[src/rtl/core/rgb_conv3x3_abs_clamp_assert.svh]
// assertion macros used by the rtl queue
`ifndef RGB_CONV3X3_ABS_CLAMP_ASSERT_SVH
`define RGB_CONV3X3_ABS_CLAMP_ASSERT_SVH

// consequent must hold in the same cycle as the antecedent
`define RGBC_ASSERT_IMP(lbl, clk, rst_n, ante, cons, msg) \
  lbl: assert property (@(posedge clk) disable iff (!rst_n) (ante) |-> (cons)) \
    else $error(msg);

// consequent must hold in the cycle after the antecedent
`define RGBC_ASSERT_NXT(lbl, clk, rst_n, ante, cons, msg) \
  lbl: assert property (@(posedge clk) disable iff (!rst_n) (ante) |=> (cons)) \
    else $error(msg);

`endif

[src/rtl/core/rgbc_pkg.sv]
`default_nettype none
package rgbc_pkg;
  typedef logic [23:0] pix_t;

  typedef struct packed {
    logic [8:0][23:0] win;
    logic             pass;
    logic             last;
  } job_t;

  localparam int ACC_W     = 28;
  localparam int MAG_W     = 27;
  localparam int TAP_CNT   = 9;
  localparam int DIV_STEPS = MAG_W;
  localparam int CLAMP_MAX = 255;
  localparam int MIN_DIM   = 3;

  localparam logic [2:0] REG_WTOP   = 3'd0;
  localparam logic [2:0] REG_WMID   = 3'd1;
  localparam logic [2:0] REG_WBOT   = 3'd2;
  localparam logic [2:0] REG_DIV    = 3'd3;
  localparam logic [2:0] REG_WIDTH  = 3'd4;
  localparam logic [2:0] REG_HEIGHT = 3'd5;
endpackage
`default_nettype wire

[src/rtl/core/rgbc_fifo.sv]
`default_nettype none
module rgbc_fifo import rgbc_pkg::*; (
  input  wire logic clk,
  input  wire logic rst_n,
  input  wire logic push,
  input  wire job_t push_job,
  input  wire logic pop,
  output job_t      pop_job,
  output logic      full,
  output logic      empty
);
`include "rgb_conv3x3_abs_clamp_assert.svh"

  job_t       mem_r [2];
  logic       wr_ptr_r, rd_ptr_r;
  logic [1:0] count_r;

  assign full    = (count_r == 2'd2);
  assign empty   = (count_r == 2'd0);
  assign pop_job = mem_r[rd_ptr_r];

  always_ff @(posedge clk) begin
    if (push) begin
      mem_r[wr_ptr_r] <= push_job;
    end
  end

  always_ff @(posedge clk) begin
    if (!rst_n) begin
      wr_ptr_r <= 1'b0;
      rd_ptr_r <= 1'b0;
      count_r  <= 2'd0;
    end else begin
      if (push) begin
        wr_ptr_r <= !wr_ptr_r;
      end
      if (pop) begin
        rd_ptr_r <= !rd_ptr_r;
      end
      count_r <= count_r + 2'(push) - 2'(pop);
    end
  end

  `RGBC_ASSERT_IMP(a_no_push_full, clk, rst_n, push, !full, "push into full queue")
  `RGBC_ASSERT_IMP(a_no_pop_empty, clk, rst_n, pop, !empty, "pop from empty queue")
  `RGBC_ASSERT_NXT(a_push_only, clk, rst_n, push && !pop, count_r == $past(count_r) + 2'd1,
    "queue count did not follow a push")
endmodule
`default_nettype wire

[config.mk]
export PLATFORM = sky130hd
export DESIGN_NAME = rgbc_fifo
export DESIGN_NICKNAME = d
export VERILOG_FILES = /design/src/rtl/core/rgbc_pkg.sv /design/src/rtl/core/rgbc_fifo.sv
export VERILOG_INCLUDE_DIRS = /design/src /design/src/rtl/core
export SDC_FILE = /design/constraint.sdc
export NUM_CORES = 1
export LEC_CHECK = 0
export ABC_AREA = 1
export BUFFER_PORTS_ARGS = -buffer_cell sky130_fd_sc_hd__buf_2
export CAP_MARGIN = 5
export CORE_UTILIZATION = 46
export CTS_CLUSTER_SIZE = 30
export DETAILED_ROUTE_END_ITERATION = 8
export PLACE_DENSITY_LB_ADDON = 0.15
export SLEW_MARGIN = 10
export SYNTH_ARGS = -nofsm -noshare
export SYNTH_HDL_FRONTEND = slang
export SYNTH_SLANG_ARGS = --single-unit
export TNS_END_PERCENT = 10
[constraint.sdc]
create_clock -name clk -period 14.2 [get_ports clk]
set_input_delay 2.13 -clock clk [delete_from_list [all_inputs] [get_ports clk]]
set_output_delay 2.13 -clock clk [all_outputs]
set_load 0.01 [all_outputs]
-- After elaboration in Yosys (flattened, before gate mapping)
Memories as Yosys holds them, arrays and structs flattened. A register that Yosys moved wholly into a read port is not among the register bits.
Index checks and enable logic that the tools add are counted.
- bits in registers: 4
- memory bits (writable): 436
- input bits: 222
- output and inout bits: 220
- logic and storage cells: 14
- memories: 1
- $add $sub $neg: 2
- eq/ne operators: 1
- mux-type cells: 4
- reductions and logical operators: 3
- memories (memory ; words ; bits a word ; read ports ; clocked after memory_dff ; write ports ; line ; source):
    mem_r ; 2 ; 218 ; 1 ; 1 ; 1 ; rgbc_fifo.sv:14 ; job_t mem_r [2];
- operators by type and width (cell ; number):
    $mux W1 ; 4
    $add A2 B1 Y2 ; 1
    $eq A2 B2 Y1 const B ; 1
    $logic_not A1 Y1 ; 2
    $logic_not A2 Y1 ; 1
    $sub A2 B1 Y2 ; 1

-- Logic depth before layout (Yosys ltp)
Gate-level depths: netlist (run 1).
- depth in word-level cells: 3
- gate-level depth with buffers: 7
- mapped depth without buffers: 7

-- Least setup slack after synthesis (run 1)
OpenSTA, ideal clock, no wires.
- path type: input to register
- start point: input port push
- end point: memory mem_r[0][0] (netlist name), enable pin
- library setup time: 0.806 ns
- arrival time: 11.278 ns
- data required time: 13.394 ns
- slack: 2.115 ns
- cell stages on the path: 2
- path buffers: 0
- cell sequence: inv_1 -> nor2_1
- cells in the longest elaborated chain, start to end: 2
- RTL lines (item ; line ; source):
    from (decl) ; rgbc_fifo.sv:5 ; input wire logic push,
    $mux W1 ; rgbc_fifo.sv:23 ; if (push) begin
    $mux W1 (not written as such) ; rgbc_fifo.sv:24 ; mem_r[wr_ptr_r] <= push_job;
    to (decl) ; rgbc_fifo.sv:14 ;
No other way between the ends.

==> impl_metrics.tcl, run 1 <==
set metrics [dict create \
    status "finished clean" \
    finish.utilization_pct 58.6 \
    place_congestion 0.823 \
    clock.fmax_ghz 0.177 \
    max_stage_delay_ns 0.86 \
    nets 1407 \
    dieArea_sq_mm 0.0364 \
    grt_max_degree 146 \
    critPathKind "reg2out" \
    io_pins 442 \
    floorplan.initialDensity_pct 47.1 \
    top_layer "met5" \
    drc 0 \
    power.density_mw_per_mm2 142 \
    cts_resized 0 \
    core_sq_mm 0.0348 \
    fin_setup_tns_ns 0 \
    p_leak_uw 0.00787 \
    antenna_found_initial 8 \
    worstPathCellList "buf_4, buf_4, mux2_2, buf_2" \
    tightest_slew_ns 1.19 \
    yosysWarnings 0 \
    cts_setup_buffers 0 \
    layout_commonest_cell "buf_2" \
    fin_skew_ns 0.0122 \
    wl_met3_um 3460 \
    vias_per_cell 4.87 \
    period_share_pct 39.9 \
    critical_path_peak_fanout 66 \
    die_x_um 191 \
    area_growth_pct 24.5 \
    drive_above_1_share_pct 59.8 \
    synth_seq_area_share_pct 80.5 \
    worstPathArrival_ns 3.53 \
    hpwl_um 22600 \
    syn-cell-area_sq_mm 0.0164 \
    worstSetupEndpointType "output port" \
    drtIter0Drc 425 \
    hold_class "reg2reg" \
    synth.distinct_cells 14 \
    drv_cap 0 \
    hold_ws_ns 0.497 \
    max_slew_margin_pct 20.7 \
    ant_nets 0 \
    layout_common_cells "buf_2 (441), edfxtp_1 (436), mux2_2 (118), mux2_4 (100), clkbuf_16 (49)" \
    synth_fp_nets 935 \
    min_period_ns 5.66 \
    cp_common_cell "buf_4" \
    grt_overflow 0 \
    row_count 68 \
    synth_edf_count 436 \
    holdBufCountCts 0 \
    cp.buffers_inverters 3 \
    fp.dieH_um 191 \
    cts_sinks 441 \
    synth-async-reset-ratio_pct 0 \
    wl_met1_um 12600 \
    grt_usage_pct 17.7 \
    port_buffers 441 \
    wl_met2_um 16400 \
    vdd_ir_drop_max_v 0.0000969 \
    dr.pass1.iters 4 \
    clockBufferDepth 3 \
    cts_buffers 46 \
    setup_slack_ns 8.54 \
    rsz0062_at_grt "false" \
    cts_tree "yes" \
    syn_inst 711 \
    cp_slowest_cell "buf_4" \
    start_kind "flop" \
    grt_pass1_wl_um 47800 \
    grt_pass1_vias 8365 \
    synth-main-ff-cell "edfxtp_1" \
    critical_path.top_delay_family "buffers and inverters" \
    clkLatencyLatePin_ns 0.54 \
    h-tree-depth 2 \
    post_synth.cell_area_avg_sq_um 23.0 \
    cts_root_buffer "clkbuf_16" \
    finalWirelength_um 33300 \
    critPathRequiredTime_ns 12.07 \
    path_clk_slew_ns 0.06 \
    wl_per_cell_um 19.8 \
    vias 8171 \
    hold_violations 0 \
    setup_viol_count_final 0 \
    synth-seq-cells 441 \
    dp_slack_ns 9.09 \
    finalMaxSlewViolations 0 \
]
==> routing by layer <==
metal	track usage (%)	vias up
met2	29.2	336
li1	-	3781
met5	0	-
met4	6.37	2
met3	7.23	55
met1	20.9	3997
==> cells by family after synthesis <==
logic type	after synthesis	synth area share, %
compound gates	1	0.0305
fa+ha+maj	2	0.153
mux	218	17.3
flops	441	80.5
simple gates	18	0.420
buf+inv	31	1.61
==> per-stage QoR <==
step	total power, uW	area (sq um)	instances
2_1_floorplan	1730	16400	711
3_3_place_gp	1830	19000	1590
3_5_place_dp	1840	19000	1590
4_1_cts	2930	20400	1670
5_1_grt	3000	20400	1672
6_report	2900	20400	1679
==> where the power goes <==
part           internal (uW)  switching (uW)
clock                    643             449
sequential              1510            18.6
combinational            133             143
total                   2290             611
==> final cells by class <==
class | count | area, sq um
timing repair buffer | 448 | 2260
antenna | 9 | 22.5
fill | 2699 | 14400
tap | 455 | 569
multi-input combinational | 239 | 2940
inverter | 7 | 33.8
clock inverter | 18 | 106
clock buffer | 62 | 1270
sequential | 441 | 13200
==> state kept, by name, indices dropped and copies added (netlist names), named ones only <==
signal,count
rd_ptr_r,1
wr_ptr_r,1
mem_r,436
count_r,2
==> final timing paths <==
path | from | endpoint | slack, ns | cells after the start
worst max-delay path | flop | pop_job[50] | 8.54 | 4
worst min-delay path | rd_ptr_r$_SDFFE_PN0P_ | flop | 0.50 | 2
worst max register to register | wr_ptr_r$_SDFFE_PN0P_ | mem_r[1][149]$_DFFE_PP_ | 11.36 | 3
worst min register to register | rd_ptr_r$_SDFFE_PN0P_ | flop | 0.50 | 2
==> worst register-to-register path, stage by stage (launching register included) <==
cell and delay (ns):
dfxtp_1 0.38, nand2_1 0.17, inv_8 0.68, buf_4 1.12
==> cells in the mapped netlist (2+ instances only) <==
cell type / instances / area share, %
edfxtp_1: 436 / 80
mux2_2: 118 / 8.1
mux2_4: 100 / 9.2
buf_2: 10 / 0.31
buf_8: 10 / 0.92
nor2_1: 9 / 0.21
nand2_1: 8 / 0.18
inv_1: 7 / 0.16
dfxtp_1: 5 / 0.61
buf_4: 2 / 0.092
buf_6: 2 / 0.14
ha_1: 2 / 0.15
No activity file was read; power rests on OpenSTA's default activity.
==> inputs of run 2 (changes only) <==
- ABC_AREA: 1 -> 0
- clock period: 14.2 -> 5.9 ns (I/O delays scaled with it)
==> impl_metrics.tcl, run 2 <==
set metrics [dict create \
    status "finished clean" \
    synth_most_common_cell "edfxtp_1" \
    hpwl_um 22000 \
    drv_cap 0 \
    place_area_sq_mm 0.0190 \
    drive_above_1_share_pct 60.6 \
    power.density_mw_per_mm2 350 \
    cts_tree "yes" \
    floorplan.initialDensity_pct 47.1 \
    yosysWarnings 0 \
    syn-cell-area_sq_mm 0.0163 \
    cts_resized 0 \
    dp.cells 1578 \
    place_congestion 0.760 \
    wl_per_cell_um 20.0 \
    min_period_ns 3.54 \
    grt_pass1_vias 8368 \
    clockBufferDepth 3 \
    grt_overflow 0 \
    post_synth.cell_area_avg_sq_um 23.4 \
    synth_fp_nets 923 \
    stdcell_count 1665 \
    max_slew_margin_pct 37.7 \
    finalMaxSlewViolations 0 \
    start_kind "flop" \
    critPathKind "reg2out" \
    worstPathArrival_ns 2.66 \
    yosys-top-cells-area "edfxtp_1 (80%), mux2_4 (9.2%), mux2_2 (8.1%), buf_6 (0.76%), dfxtp_1 (0.61%)" \
    cts_buffers 46 \
    grt_pass1_wl_um 48100 \
    drtIter0Drc 486 \
    hold_violations 0 \
    clkLatencyLatePin_ns 0.54 \
    synth-seq-cells 441 \
    fin_area_sq_mm 0.0205 \
    critPathRequiredTime_ns 5.02 \
    row_count 68 \
    p_leak_uw 0.00789 \
    dieArea_sq_mm 0.0363 \
    dr.pass1.iters 4 \
    grt_max_degree 118 \
    area_growth_pct 25.4 \
    finalWirelength_um 33400 \
    holdBufCountCts 0 \
    regMostFlops "mem_r" \
    reg.largest.list "mem_r x436, count_r x2" \
    yosys.area.top_type_share_pct 80.1 \
    die_x_um 190 \
    drc 0 \
    hold_class "in2reg" \
    fp.dieH_um 190 \
    fin_skew_ns 0.0102 \
    vdd_ir_drop_max_v 0.000268 \
    port_buffers 441 \
    rsz0062_at_grt "false" \
    io_pins 442 \
    netlist_top_cells_count "edfxtp_1 (436), mux2_2 (118), mux2_4 (100)" \
    h-tree-depth 2 \
    antenna_found_initial 9 \
    clock.fmax_ghz 0.282 \
    layout_commonest_cell "buf_2" \
    core_sq_mm 0.0347 \
    synth.distinct_cells 15 \
    worstSetupEndpointType "output port" \
    cts_root_buffer "clkbuf_16" \
    setup_viol_count_final 0 \
    ant_nets 0 \
    largest_reg_flops 436 \
    vias_per_cell 4.90 \
    syn_inst 699 \
    tightest_slew_ns 0.934 \
    synth-main-ff-cell "edfxtp_1" \
    synth.largest_area_cell "edfxtp_1" \
    grt_usage_pct 17.9 \
    synth_edf_count 436 \
    path_clk_slew_ns 0.06 \
    synth_seq_area_share_pct 80.7 \
    cts_setup_buffers 0 \
    synth-async-reset-ratio_pct 0 \
    cts_sinks 441 \
    period_share_pct 60.0 \
    nets 1395 \
    vias 8162 \
    layout_common_cells "buf_2 (441), edfxtp_1 (436), mux2_2 (118), mux2_4 (100), clkbuf_16 (49)" \
    critical_path_peak_fanout 83 \
]
==> run 2: kinds of logic after synthesis <==
family / count (synthesis) / share of synthesized area (%)
muxes: 218 / 17.3
AOI/OAI and AO/OA: 1 / 0.0459
xor gates and xnor gates: 2 / 0.191
buffers and inverters: 26 / 1.25
DFF: 441 / 80.7
adders and majority gates: 2 / 0.153
and+or+nand+nor: 9 / 0.329
==> run 2: report_power, final <==
part | leakage, uW | internal [uW] | switching [uW]
clock | 0.000709 | 1630 | 1130
sequential | 0.00413 | 3630 | 52.6
combinational | 0.00305 | 371 | 377
total | 0.00789 | 5630 | 1560
==> run 2: metrics by stage <==
stage / worst slack, ns / utilization (%) / power [uW] / hold WS, ns / TNS (ns)
floorplan: -0.498 / - / 4200 / 0.555 / -108.57
global placement: 2.86 / 54.9 / 4490 / 0.564 / 0
detailed placement: 2.88 / 54.9 / 4510 / 0.563 / 0
CTS: 2.28 / 59.0 / 7270 / 0.496 / 0
global route: 2.22 / 59.0 / 7450 / 0.494 / 0
finish: 2.36 / 59.1 / 7180 / 0.524 / 0
==> run 2: cell type report <==
cell class                      instances  area (sq um)
Fill cell                            2679         14200
Sequential cell                       441         13200
Multi-Input combinational cell        232          2960
Timing Repair Buffer                  448          2310
Clock buffer                           55          1250
Tap cell                              455           569
Clock inverter                         27           198
Antenna cell                            5          12.5
Inverter                                2          7.51
==> run 2: worst max-delay path, stage by stage (launching register included) <==
cell and delay [ns]:
dfxtp_4 0.91, buf_12 0.56, mux2_2 0.40, buf_2 0.14
==> run 2: worst paths after layout <==
path / start / endpoint / slack (ns) / cells after the start
worst min register to register: rd_ptr_r$_SDFFE_PN0P_ / flop / 0.58 / 2
worst max register to register: wr_ptr_r$_SDFFE_PN0P_ / mem_r[1][78]$_DFFE_PP_ / 3.61 / 2
worst max-delay path: flop / pop_job[6] / 2.36 / 3
worst min-delay path: push_job[68] / mem_r[0][68]$_DFFE_PP_ / 0.52 / 1
==> run 2: metal layers <==
metal / part of all wire, % / routed length (um) / global-route usage (%)
met4: 2.5 / 832 / 6.25
met5: 0.20 / 66 / 0
met1: 38 / 12700 / 20.5
met3: 10 / 3380 / 7.43
met2: 49 / 16400 / 30.0
