$ cat config.mk
export PLATFORM = sky130hd
export DESIGN_NAME = rgbc_back
export DESIGN_NICKNAME = d
export VERILOG_FILES = /design/src/rtl/core/rgb_conv3x3_abs_clamp_assert.svh /design/src/rtl/core/rgbc_pkg.sv /design/src/rtl/core/rgbc_back.sv
export SDC_FILE = /design/constraint.sdc
export NUM_CORES = 2
export LEC_CHECK = 0
export ABC_AREA = 0
export BUFFER_PORTS_ARGS = -buffer_cell sky130_fd_sc_hd__buf_2
export CAP_MARGIN = 10
export CORE_UTILIZATION = 56
export CTS_CLUSTER_SIZE = 40
export DETAILED_ROUTE_END_ITERATION = 12
export HOLD_SLACK_MARGIN = 0.02
export PLACE_DENSITY_LB_ADDON = 0.08
export SYNTH_ARGS = -nofsm -noshare
export SYNTH_HDL_FRONTEND = slang
export SYNTH_SLANG_ARGS = --single-unit
$ cat constraint.sdc
create_clock -name clk -period 9.65 [get_ports clk]
set_input_delay 0.4825 -clock clk [delete_from_list [all_inputs] [get_ports clk]]
set_output_delay 0.4825 -clock clk [all_outputs]
set_load 0.01 [all_outputs]
$ cat src/rtl/core/rgb_conv3x3_abs_clamp_assert.svh
// assertion macros used by the rtl queue
`ifndef RGB_CONV3X3_ABS_CLAMP_ASSERT_SVH
`define RGB_CONV3X3_ABS_CLAMP_ASSERT_SVH

// consequent must hold in the same cycle as the antecedent
`define RGBC_ASSERT_IMP(lbl, clk, rst_n, ante, cons, msg) \
  lbl: assert property (@(posedge clk) disable iff (!rst_n) (ante) |-> (cons)) \
    else $error(msg);

// consequent must hold in the cycle after the antecedent
`define RGBC_ASSERT_NXT(lbl, clk, rst_n, ante, cons, msg) \
  lbl: assert property (@(posedge clk) disable iff (!rst_n) (ante) |=> (cons)) \
    else $error(msg);

`endif

$ cat src/rtl/core/rgbc_pkg.sv
`default_nettype none
package rgbc_pkg;
  typedef logic [23:0] pix_t;

  typedef struct packed {
    logic [8:0][23:0] win;
    logic             pass;
    logic             last;
  } job_t;

  localparam int ACC_W     = 28;
  localparam int MAG_W     = 27;
  localparam int TAP_CNT   = 9;
  localparam int DIV_STEPS = MAG_W;
  localparam int CLAMP_MAX = 255;
  localparam int MIN_DIM   = 3;

  localparam logic [2:0] REG_WTOP   = 3'd0;
  localparam logic [2:0] REG_WMID   = 3'd1;
  localparam logic [2:0] REG_WBOT   = 3'd2;
  localparam logic [2:0] REG_DIV    = 3'd3;
  localparam logic [2:0] REG_WIDTH  = 3'd4;
  localparam logic [2:0] REG_HEIGHT = 3'd5;
endpackage
`default_nettype wire

$ cat src/rtl/core/rgbc_back.sv
`default_nettype none
module rgbc_back import rgbc_pkg::*; (
  input  wire logic         clk,
  input  wire logic         rst_n,
  input  wire logic         q_empty,
  input  wire job_t         q_job,
  output logic              q_pop,
  input  wire logic [143:0] weights,
  input  wire logic [15:0]  divisor,
  output logic              out_valid,
  input  wire logic         out_ready,
  output logic [7:0]        red_out,
  output logic [7:0]        green_out,
  output logic [7:0]        blue_out,
  output logic              frame_last
);
  localparam logic [1:0] B_IDLE = 2'd0;
  localparam logic [1:0] B_MAC  = 2'd1;
  localparam logic [1:0] B_DIV  = 2'd2;
  localparam logic [1:0] B_HOLD = 2'd3;

  logic [1:0]                  state_r;
  job_t                        job_r;
  logic [3:0]                  tap_r;
  logic [4:0]                  step_r;
  logic signed [2:0][ACC_W-1:0] acc_r;
  logic [2:0][MAG_W-1:0]       num_r;
  logic [2:0][15:0]            rem_r;
  pix_t                        res_r;
  logic                        out_valid_r;
  pix_t                        out_pix_r;
  logic                        out_last_r;

  logic signed [15:0]          wt;
  logic signed [2:0][24:0]     prod;
  logic [2:0][ACC_W-1:0]       acc_sum;
  logic [2:0][16:0]            rem_sh;
  logic [2:0]                  ge;
  pix_t                        clamped;
  logic                        out_free;

  assign wt       = weights[16*tap_r +: 16];
  assign out_free = !out_valid_r || out_ready;
  assign q_pop    = (state_r == B_IDLE) && !q_empty;

  always_comb begin
    for (int ch = 0; ch < 3; ch++) begin
      prod[ch]    = $signed({1'b0, job_r.win[tap_r][8*ch +: 8]}) * wt;
      acc_sum[ch] = acc_r[ch] + ACC_W'($signed(prod[ch]));
      rem_sh[ch]  = {rem_r[ch], num_r[ch][MAG_W-1]};
      ge[ch]      = rem_sh[ch] >= {1'b0, divisor};
      clamped[8*ch +: 8] = (num_r[ch] > MAG_W'(CLAMP_MAX)) ? 8'(CLAMP_MAX)
                                                             : num_r[ch][7:0];
    end
  end

  always_ff @(posedge clk) begin
    if (!rst_n) begin
      state_r     <= B_IDLE;
      out_valid_r <= 1'b0;
    end else begin
      if (out_ready) begin
        out_valid_r <= 1'b0;
      end
      unique case (state_r)
        B_IDLE: begin
          if (!q_empty) begin
            state_r <= q_job.pass ? B_HOLD : B_MAC;
          end
        end
        B_MAC: begin
          if (tap_r == 4'(TAP_CNT - 1)) begin
            state_r <= B_DIV;
          end
        end
        B_DIV: begin
          if (step_r == 5'(DIV_STEPS - 1)) begin
            state_r <= B_HOLD;
          end
        end
        B_HOLD: begin
          if (out_free) begin
            state_r     <= B_IDLE;
            out_valid_r <= 1'b1;
          end
        end
        default: state_r <= B_IDLE;
      endcase
    end
  end

  always_ff @(posedge clk) begin
    unique case (state_r)
      B_IDLE: begin
        job_r <= q_job;
        tap_r <= '0;
        acc_r <= '0;
        res_r <= q_job.win[4];
      end
      B_MAC: begin
        tap_r <= tap_r + 4'd1;
        for (int ch = 0; ch < 3; ch++) begin
          acc_r[ch] <= acc_sum[ch];
        end
        step_r <= '0;
        if (tap_r == 4'(TAP_CNT - 1)) begin
          for (int ch = 0; ch < 3; ch++) begin
            num_r[ch] <= acc_sum[ch][ACC_W-1] ? MAG_W'(-acc_sum[ch])
                                              : MAG_W'(acc_sum[ch]);
            rem_r[ch] <= '0;
          end
        end
      end
      B_DIV: begin
        step_r <= step_r + 5'd1;
        for (int ch = 0; ch < 3; ch++) begin
          rem_r[ch] <= ge[ch] ? 16'(rem_sh[ch] - {1'b0, divisor}) : rem_sh[ch][15:0];
          num_r[ch] <= {num_r[ch][MAG_W-2:0], ge[ch]};
        end
        if (step_r == 5'(DIV_STEPS - 1)) begin
          res_r <= '0;
        end
      end
      B_HOLD: begin
        if (out_free) begin
          out_pix_r  <= job_r.pass ? res_r : clamped;
          out_last_r <= job_r.last;
        end
      end
      default: ;
    endcase
  end

  assign out_valid  = out_valid_r;
  assign red_out    = out_pix_r[7:0];
  assign green_out  = out_pix_r[15:8];
  assign blue_out   = out_pix_r[23:16];
  assign frame_last = out_last_r;
endmodule
`default_nettype wire

Word level (Yosys, flattened, before mapping)

Index checks and enable logic that the tools add are counted.

Flip-flop bits (word level): 492
Bits of input ports: 382
Output and inout port bits: 27
Logic and storage cells: 100

Add/subtract/negate cells: 11
Multiply operators: 3
$lt $le $gt $ge: 7
Eq/ne operators: 9
Shifts and indexed selects: 1
Mux-type cells: 30
Reduce and logical (&&, ||, !) cells: 12

Operator list:

| kind                                                           | number |
|---|---|
| one-hot mux 84 bit (2 select lines)                            | 1 |
| one-hot mux 81 bit (2 select lines)                            | 1 |
| variable part select 144 x 9 -> 16 bit                         | 1 |
| binary-select mux 24 bit (select 4 bit)                        | 1 |
| one-hot mux 48 bit (2 select lines)                            | 1 |
| adder 28 bit                                                   | 3 |
| greater-than comparator 27 x 8 -> 1 bit, second input constant | 3 |
| two-way mux 27 bit                                             | 3 |
| two-way mux 81 bit                                             | 1 |
| negator 27 bit                                                 | 3 |
| multiplier 9 x 16 -> 25 bit                                    | 3 |
| two-way mux 24 bit                                             | 3 |
| >= comparator 17 x 16 -> 1 bit                                 | 3 |
| two-way mux 16 bit                                             | 3 |
| two-way mux 48 bit                                             | 1 |
| one-hot mux 24 bit (2 select lines)                            | 1 |
| subtractor 16 bit                                              | 3 |
| two-way mux 8 bit                                              | 3 |
| two-way mux 2 bit                                              | 5 |
| one-hot mux 5 bit (2 select lines)                             | 1 |
| inequality test 2 bit, second input constant                   | 4 |
| one-hot mux 2 bit (4 select lines)                             | 1 |
| one-hot mux 4 bit (2 select lines)                             | 1 |
| AND reduction 2 bit                                            | 3 |
| other kinds (14)                                               | 20 |

Logic depth before layout (Yosys ltp)

Depth in word-level cells: 8
Depth in mapped cells: 41
Mapped depth without buffers: 36

Worst setup path before layout

OpenSTA, ideal clock, no wires.

Kind: register to register
From: register tap_r[0]
To: register num_r[26] (netlist name), data pin
Setup time: 152 ps
Arrival time: 9635 ps
Required time: 9498 ps
Path slack: -137 ps
Cell stages (with the launch flop): 36
Buffers on the path: 4
Clock period less this slack: 9787 ps
Path through: edfxtp_1 -> clkbuf_1 -> buf_1 -> mux4_2 -> mux2i_1 -> nor2_1 -> a21oi_1 -> clkbuf_1 -> nor2_1 -> fa_1 -> fa_1 -> inv_1 -> fa_1 -> fa_1 -> inv_1 -> ha_1 -> inv_1 -> o21bai_1 -> a21oi_1 -> o21ai_0 -> a2111oi_0 -> o21bai_1 -> a21oi_1 -> xnor2_1 -> ha_1 -> clkbuf_1 -> a21o_1 -> a21o_1 -> a21o_1 -> or2_2 -> a211o_1 -> o211ai_1 -> or4b_2 -> or4b_1 -> a21o_1 -> a31oi_1

Cells in the longest elaborated chain, start to end: 8
Elaborated cells between the ends (all ways): 9
Those cells by class: add/sub (2); mul (1); shift (1); mux (5)

Ends and longest elaborated chain:

| item                                                                                           | line             | source |
|---|---|---|
| start, declared                                                                                | rgbc_back.sv:24  | `logic [3:0] tap_r;` |
| start signal, assigned                                                                         | rgbc_back.sv:101 | `tap_r <= tap_r + 4'd1;` |
| parallel branches: the longest is 2 deep, another holds variable part select 144 x 9 -> 16 bit | -                |  |
| multiplier 9 x 16 -> 25 bit (*)                                                                | rgbc_back.sv:48  | `prod[ch] = $signed({1'b0, job_r.win[tap_r][8*ch +: 8]}) * wt;` |
| adder 28 bit (*)                                                                               | rgbc_back.sv:49  | `acc_sum[ch] = acc_r[ch] + ACC_W'($signed(prod[ch]));` |
| negator 27 bit                                                                                 | rgbc_back.sv:108 | `num_r[ch] <= acc_sum[ch][ACC_W-1] ? MAG_W'(-acc_sum[ch])` |
| two-way mux 27 bit (*)                                                                         | rgbc_back.sv:108 |  |
| two-way mux 81 bit (*)                                                                         | rgbc_back.sv:106 | `if (tap_r == 4'(TAP_CNT - 1)) begin` |
| one-hot mux 81 bit (2 select lines) (*)                                                        | rgbc_back.sv:93  | `unique case (state_r)` |
| end signal, assigned by index                                                                  | rgbc_back.sv:108 |  |
| end signal, assigned by index                                                                  | rgbc_back.sv:118 | `num_r[ch] <= {num_r[ch][MAG_W-2:0], ge[ch]};` |
| end, declared                                                                                  | rgbc_back.sv:27  | `logic [2:0][MAG_W-1:0] num_r;` |

Mark *: on every way between the ends. The select of a mux whose other input is x is not followed.
A chain may end at the register's enable or synchronous reset.

Final worst setup path

From: register tap_r[0]
To: register num_r[25] (netlist name), data pin

Same word-level chain as after synthesis.

==> PnR_summary.wiki <==
{| class="wikitable"
! Metric !! Value
|-
| Number of flops mapped to enable cells by yosys || 489
|-
| Count of buffer and inverter cells on the critical path || 11
|-
| Slew Viols, Final || 0
|-
| Die Span X || 281 µm
|-
| Total gr overflow || 0
|-
| Critical path required time || 10180 ps
|-
| Filler cells || 6165
|-
| Via count of the first global-routing pass || 35200
|-
| Detailed-route wire length per cell || 21.6 µm
|-
| Maximum number of pins on one net before global-route repair || 82
|-
| Share of the synthesized area in compound gates (AO/OA/AOI/OAI) || 0.118
|-
| Detailed placer's ending HPWL || ~100 mm
|-
| Crit path kind || flop to flop
|-
| DR pass1 iterations || 6
|-
| Drt initial violations || between 2000 and 3000
|-
| Final-layout setup total negative slack || 0 ps
|-
| Row Count || 101
|-
| Number of vias per cell after detailed routing || 5.88
|-
| Total Nets Final || 6005
|-
| Outcome || finished clean
|-
| Cell area after layout || roughly 0.051 mm²
|-
| Cts bufs inserted || 57
|-
| Max-cap viol count || 0
|-
| Total I/O pin count || 409
|-
| Simple-gate share of the synthesized area || 0.154
|-
| Worst relative slew slack || 0.166
|-
| Insertion delay of the later-clocked pin in the worst-skew pair || 670 ps
|-
| Commonest non-fill, non-tap cell in the layout || inv_1
|-
| Unique masters post-synth || 99
|-
| Fmax || 107 MHz
|-
| Delay contributed by the slowest stage of the critical path || 530 ps
|-
| Die Footprint || 0.0787 mm²
|-
| Effective utilization at floorplan || 0.569
|-
| Post-synthesis share of cell area spent on xor and xnor gates || 0.0324
|-
| Wire length of the first global-routing pass || 199 mm
|-
| Growth of design area from synthesis to finish || 18.4%
|-
| Synthesized area divided by synthesized cell count || 9.89 µm²
|-
| Combinational family with the most area after synthesis || adder cells
|-
| Adder-Cell Fraction of Synth Area || 0.227
|-
| Startpoint of the most critical setup path || tap_r[0]$_SDFFCE_PN0P_
|-
| Mux share of post-synthesis cell area || 0.0592
|-
| Count of port buffers added during placement || between 400 and 500
|-
| Commonest cells after routing, fill and taps aside || inv_1 (601), edfxtp_1 (489), nor2_1 (442), buf_2 (408), nand2_1 (377)
|-
| Warnings, synthesis || 0
|-
| Final Hold Viols || 0
|-
| Main synth FF type || edfxtp_1
|-
| Slew at the pin closest to its max-slew limit || 1250 ps
|-
| Final worst path period share || 0.966
|-
| Remaining design rule violation count || 0
|-
| Flops & latches, synth || 492
|-
| Clock-pin slew on the worst setup and hold paths || roughly 60 ps
|-
| Crit Path Max Fanout || 13
|-
| Min-Delay Path Class || input port to flop
|-
| Arrival time of the worst setup path || 9850 ps
|-
| Sequential share of the synthesized area || 0.339
|-
| Hold_ws || 42.1 ps
|-
| Post-synthesis async set-or-reset flop share || 0
|-
| Weighted congestion reported at the end of routability-driven placement || 0.929
|-
| Launch point of the worst hold path || q_job[103]
|-
| CTS tree || done
|-
| Register-to-register path setup slack || 330 ps
|-
| Post-Synthesis Cells || 4391
|-
| Vertical die dimension || 281 µm
|-
| Vias after detailed routing || approximately 36000
|-
| Net count after synthesis || 5375
|-
| Post-Route WL || 132 mm
|-
| Crit-path most repeated cell || buf_4
|-
| CTS Buffer Depth || 3
|-
| Area of placed instances || 0.0476 mm²
|-
| CTS Root Cell || clkbuf_16
|-
| Gate family responsible for the most delay along the worst path || adder cells
|-
| Overall routing resource usage || 0.331
|-
| Post-Synthesis Cell Area || 0.0434 mm²
|-
| Core ar. || 0.0763 mm²
|-
| Period minus WS final || approximately 9300 ps
|-
| Endpoint kind of the worst setup timing path || flop
|-
| Startpoint type of the worst setup path || flop
|-
| Number of failing setup endpoints in the final timing report || 0
|-
| Htree depth || 2
|-
| Worst-path cell with the longest stage delay || fa_1
|-
| RR Startpoint || tap_r[0]$_SDFFCE_PN0P_
|-
| Maximum clock skew at final layout || 79.2 ps
|-
| Initial antenna violation count || 16
|-
| Routed Antenna Nets || 0
|-
| Share of final-layout standard cells stronger than drive strength 1 || 0.176
|-
| CTS Sinks || between 400 and 500
|}
## stage by stage
stage	setup WS, ps	utilization	std cells
detailed placement	-143	0.623	5825
finish	330	0.674	6114
floorplan	56.4	-	4391
global route	-81.6	0.674	6108
CTS	3.85	0.667	6085
global placement	-55.0	0.623	5825
## area by class of cell
cell class	instances	area, µm²	area share
Multi-Input combinational cell	3114	26100	0.507
Sequential cell	492	14700	0.287
Timing Repair Buffer	752	5170	0.101
Inverter	604	2270	0.0441
Clock buffer	73	1520	0.0295
Tap cell	1030	1290	0.0251
Clock inverter	35	327	0.00635
Antenna cell	14	35.0	0.000681
## routing by layer
layer  share of wire  track usage  up-vias  wire, µm
li1                -            -    16600         -
met1            0.40        0.437    17600     52500
met2            0.48        0.542     1415     63700
met3           0.078       0.0599      294     10300
met4           0.041        0.131       12      5460
met5          0.0012      0.00750        -       159
## worst register-to-register path: cells and delay by family, from the launching register on
kind / cells / cell delay (ps)
buffers and inverters: 11 / 1510
flip-flops: 1 / 520
adder cells (fa/ha/maj): 6 / 2730
AO/OA/AOI/OAI: 11 / 2160
multiplexers: 2 / 690
AND/OR/NAND/NOR: 7 / 1140
XOR/XNOR: 1 / 430
## registers in the layout, indices dropped and copies added (netlist names)
| name | cells |
|---|---|
| acc_r | 84 |
| frame_last | 1 |
| job_r | 218 |
| num_r | 81 |
| out_pix_r | 24 |
| out_valid | 1 |
| rem_r | 48 |
| res_r | 24 |
| state_r | 2 |
| step_r | 5 |
| tap_r | 4 |
## synth_stat cells, types with 17 or more instances
cell,count,share of area
nor3_1,78,0.0090
o21bai_1,17,0.0029
fa_1,312,0.14
nor2_1,442,0.038
nor2b_1,67,0.0096
or4_1,26,0.0045
nand3_1,115,0.013
o211ai_1,43,0.0074
or3_1,31,0.0045
nor4_1,44,0.0063
a31oi_1,35,0.0050
a2111oi_0,20,0.0040
and3_1,35,0.0050
and2_1,61,0.0088
a21o_1,63,0.011
a211o_1,21,0.0042
xor2_1,50,0.010
nand2_1,377,0.033
a211oi_1,23,0.0040
o21a_1,51,0.0088
mux4_2,80,0.041
o21ai_0,157,0.018
o21ai_1,17,0.0020
nand2b_1,26,0.0037
a21oi_1,210,0.024
mux2i_1,60,0.014
ha_1,290,0.084
edfxtp_1,489,0.34
nand4_1,27,0.0039
xnor2_1,108,0.022
clkbuf_1,158,0.014
inv_1,603,0.052
## logic make-up after synthesis
| kind of cell | count (synthesis) |
|---|---|
| and+or+nand+nor | 1410 |
| AOI/OAI and AO/OA | 788 |
| buffers and inverters | 785 |
| adders and majority gates | 602 |
| DFF | 492 |
| xor gates and xnor gates | 159 |
| muxes | 155 |
## final timing paths
check / depth (start not counted) / end
setup reg to reg: 38 / num_r[25]$_DFFE_PP_
hold reg to reg: 0 / frame_last$_DFFE_PP_
hold / removal: 1 / job_r[103]$_DFFE_PP_
setup / recovery: 38 / num_r[25]$_DFFE_PP_
## repair_timing
item | in CTS | in global routing
hold buffers | 152 | 1
hold endpoints to repair | 152 | 1
buffers inserted | 0 | 13
cloned | 0 | 1
resized for setup | 2 | 71
pin swaps | 0 | 9
endpoints found under the setup margin | 15 | 80
Power is left out: the tool's default activity adds up to more than one toggle a clock period on the data nets, which glitch-free logic cannot reach.
